$ cat config.mk
export PLATFORM = sky130hd
export DESIGN_NAME = swmm_cell
export DESIGN_NICKNAME = d
export VERILOG_FILES = /design/src/rtl/swmm_pkg.sv /design/src/rtl/swmm_cell.sv
export SDC_FILE = /design/constraint.sdc
export NUM_CORES = 1
export LEC_CHECK = 0
export ABC_AREA = 1
export BUFFER_PORTS_ARGS = -buffer_cell sky130_fd_sc_hd__buf_2
export CAP_MARGIN = 20
export CORE_MARGIN = 4
export CORE_UTILIZATION = 55
export CTS_BUF_LIST = sky130_fd_sc_hd__clkbuf_16
export DETAILED_ROUTE_END_ITERATION = 16
export PLACE_DENSITY = 0.87
export SETUP_SLACK_MARGIN = 0.2
export SLEW_MARGIN = 10
export SYNTH_ARGS = -nofsm -noshare
export SYNTH_HDL_FRONTEND = slang
export SYNTH_SLANG_ARGS = --single-unit
$ cat constraint.sdc
create_clock -name clock -period 3.3 [get_ports clock]
set_input_delay 0 -clock clock [delete_from_list [all_inputs] [get_ports clock]]
set_output_delay 0 -clock clock [all_outputs]
set_load 0.005 [all_outputs]
$ cat src/rtl/swmm_pkg.sv
// ----------------------------------------------------------------------------
// swmm_pkg
// Shared types and constants of the sliding window min/max unit.
// ----------------------------------------------------------------------------
package swmm_pkg;

   localparam int WINDOW_MAX   = 64;
   localparam int SAMPLE_WIDTH = 32;
   localparam int LEN_WIDTH    = 7;
   localparam int CNT_WIDTH    = $clog2(WINDOW_MAX + 1);

   typedef logic signed [SAMPLE_WIDTH-1:0] sample_type;
   typedef logic [LEN_WIDTH-1:0]           len_cfg_type;
   typedef logic [CNT_WIDTH-1:0]           count_type;

   typedef struct packed {
      sample_type sample;
      logic       start_of_sequence;
   } req_payload_type;

   typedef struct packed {
      sample_type window_min;
      sample_type window_max;
   } rsp_payload_type;

   // running extremes handed from cell to cell behind a one-cycle token
   typedef struct packed {
      logic       token;
      sample_type lo;
      sample_type hi;
   } link_type;

   typedef enum logic [1:0] {
      ST_IDLE,
      ST_SCAN,
      ST_DRAIN
   } state_type;

endpackage

$ cat src/rtl/swmm_cell.sv
// ----------------------------------------------------------------------------
// swmm_cell
// One window cell: holds a sample, shifts it on, and folds it into the
// running min/max when the scan token passes through.
// ----------------------------------------------------------------------------
module swmm_cell
   import swmm_pkg::*;
(
   input  logic       clock,
   input  logic       reset,
   input  logic       shift_en,
   input  logic       active,
   input  sample_type sample_in,
   output sample_type sample_out,
   input  link_type   link_in,
   output link_type   link_out
);

   sample_type sample_ff;
   logic       token_ff;
   sample_type lo_ff, lo_in;
   sample_type hi_ff, hi_in;

   always_comb begin
      lo_in = lo_ff;
      hi_in = hi_ff;
      if (link_in.token) begin
         lo_in = link_in.lo;
         hi_in = link_in.hi;
         // cells beyond the window only pass the extremes along
         if (active && (sample_ff < link_in.lo)) begin
            lo_in = sample_ff;
         end
         if (active && (sample_ff > link_in.hi)) begin
            hi_in = sample_ff;
         end
      end
   end

   always_ff @(posedge clock) begin
      if (reset) begin
         token_ff <= 1'b0;
      end else begin
         token_ff <= link_in.token;
      end
   end

   always_ff @(posedge clock) begin
      if (shift_en) begin
         sample_ff <= sample_in;
      end
      lo_ff <= lo_in;
      hi_ff <= hi_in;
   end

   assign sample_out = sample_ff;
   assign link_out   = '{token: token_ff, lo: lo_ff, hi: hi_ff};

endmodule

==> out/metrics.yaml <==
status:
  outcome: "completed"
power:
  p_leak_nw: 4.08
  ir_drop_mv: 0.479
  power_density_mw_per_mm2: 432
die:
  rows: 36
  die_y_um: 109
  core_area_sq_mm: 0.00986
  dieArea_sq_mm: 0.0119
  start_util_pct: 57.0
  die_width_um: 109
  ioPinCount: 198
global_routing:
  grt_max_degree: 48
  antenna_found_initial: 0
  grt_pass1_vias: 5765
  grtUsageTotal_pct: 31.7
  grt_pass1_wl_um: 28400
  grt-ovfl-total: 0
synth:
  ys_seq_area_share_pct: 51.7
  synth.ff_latch_count: 97
  synthesis.area_sq_mm: 0.00562
  synth_xor_area_share_pct: 0
  synth_ff_type: "edfxtp_1"
  synth.area.top_cells: "edfxtp_1 (51%), ha_1 (14%), nand2_1 (12%)"
  synth_fa_ha_area_share_pct: 14.0
  synth-compound-area-share_pct: 4.05
  synth_area_per_cell_sq_um: 9.54
  synth_edf_count: 96
  yosysUniqueCellTypes: 23
  synth_top_family_by_area: "simple AND/OR/NAND/NOR gates"
  yosysTopAreaCell: "edfxtp_1"
  syn-num-nets: 753
  synthDominantCellAreaShare_pct: 51.3
  synthMuxAreaShare_pct: 0
  synthSimpleGateAreaFrac_pct: 22.6
  synth_warnings: 0
  async_reset_ff_share_pct: 0
  netlist_instances: 589
setup_path:
  path_cells: "ha_1 -> nand2_1 -> nor2_1 -> nand2_1 -> nor4b_2 -> nand2_1 -> nand3_2 -> nand3_4 -> nand2_1 -> nand2_1"
  rr_worst_depth: 10
  cp_slowest_cell: "edfxtp_1"
  worst_ep_arrival_time_ps: 2960
  cp_num_buf_inv: 0
  path_max_fanout: 16
  cp_top_family: "simple AND/OR/NAND/NOR gates"
  timing.rr.start: "sample_out[31]"
  cp.depth: 10
  max_stage_delay_ps: 460
  r2r_slack_ps: 440
  crit_type: "reg -> reg"
  crit_top_cell: "nand2_1"
  crit_path_start: "sample_out[31]"
  cp-start-kind: "register"
  crit_path_end_kind: "register"
  r2r-end: "hi_ff[9]"
  worstPathRequired_ps: 3400
flow_run:
  maxCapViolations: 0
route:
  firstDrtPassIters: 5
  routed_wl_um: 18700
  vias_per_cell: 5.48
  vias: 5614
  avgRoutedWirePerCell_um: 18.2
  drtIter0Drc: 468
  ant_nets: 0
  drc_errors: 0
cts:
  cts_tree: "built"
  cts_root_buf: "clkbuf_16"
  clockBufferDepth: 2
  cts_buffers: 9
  clock_sinks: 97
  clk_latency_ps: 350
  h-tree-depth: 3
  path_clk_slew_ps: 60
  cts_setup_buffers: 0
timing:
  tns_ps: 0
  worst_pin_slew_ps: 844
  finalCritPeriodShare_pct: 86.7
  setup_ws_ps: 439
  fin_crit_ps: 2860
  slew_headroom_pct: 43.7
  fin_skew_ps: 11.4
  rsz0062_at_grt: "no"
  fmax_ghz: 0.350
  finalSetupViolCount: 0
  slew_violations: 0
  hold_viol: 0
  timing.hold.ws_ps: 138
placed_design:
  routabilityCongestion: 0.876
  dp_hpwl_um: 12100
  pre_cts_ws_ps: 335
  port_buffers: 197
min_path:
  hp-start: "link_in[64]"
  holdPathEnd: "hi_ff[1]"
  min_path_cells: 1
  hp-class: "in -> reg"
layout:
  final_nets: 1046
  final_cell_mix: "buf_2 (197), nand2_1 (184), dlygate4sd3_1 (97)"
  final_common_cell: "buf_2"
  drive_gt1_share_pct: 25.6
  area_growth_pct: 43.0
[sequential cells by signal, indices dropped and copies added (netlist names)]
name        cells
token_ff        1
hi_ff          32
lo_ff          32
sample_out     32
[synthesized netlist by cell type, drive strengths merged, types with 3 or more instances]
cell type and count:
a21oi 32, buf 13, clkbuf 13, edfxtp 96, ha 63, inv 78, nand2 185, nand3 8
nand4 66, nor2 16, nor3 3, o21ai 9
[logic make-up after synthesis]
logic type,after synthesis
simple gates,281
buf+inv,104
flops,97
fa+ha+maj,63
compound gates,44
[metrics by stage]
stage	instances	util, %	instance area, sq um	total power [mW]
floorplan	589	-	5620	2.00
global placement	905	68.3	6740	2.32
detailed placement	905	68.3	6740	2.35
CTS	1018	81.0	7990	3.44
global route	1020	81.3	8020	3.63
finish	1024	81.4	8030	3.47
[area by class of cell]
class | count | area (sq um)
clock buffers | 9 | 225
clock inverters | 7 | 53.8
flip-flops and latches | 97 | 2900
well taps | 133 | 166
fillers | 593 | 1830
multi-input cells | 389 | 2320
diodes | 4 | 10.0
repair buffers | 307 | 2070
inverters | 78 | 293
[how the worst max path moves through the flow]
stage,to,slack [ps]
after floorplan,hi_ff[10],1120
after global placement,hi_ff[30],570
after detailed placement,hi_ff[29],340
after CTS,hi_ff[29],310
after global routing,hi_ff[16],190
final,hi_ff[9],440
[repair_timing]
action                                  in CTS  in global routing
endpoints found under the setup margin       0                 32
gates resized for setup                      0                  1
hold buffers                                97                  0
endpoints found under the hold margin       97                  0
[layer usage]
metal | up-vias | wire length, um | global-route usage, %
met1 | 2579 | 6510 | 35.6
met3 | 64 | 1790 | 6.87
met2 | 347 | 9620 | 56.5
met5 | - | 0 | 0
met4 | 0 | 728 | 15.7
li1 | 2624 | - | -
[where the power goes]
| part | total [mW] | internal (mW) | switching (mW) | leakage (nW) |
|---|---|---|---|---|
| logic | 0.867 | 0.376 | 0.491 | 2.98 |
| registers | 1.59 | 1.51 | 0.0789 | 0.955 |
| clock network | 1.01 | 0.573 | 0.441 | 0.144 |
| total | 3.47 | 2.46 | 1.01 | 4.08 |
[worst register-to-register path, delay by kind of cell, from the launching register on]
kind | cells | cell delay [ps]
simple gates | 9 | 1760
flops | 1 | 460
fa+ha+maj | 1 | 390
(Power assumes the default switching activity.)
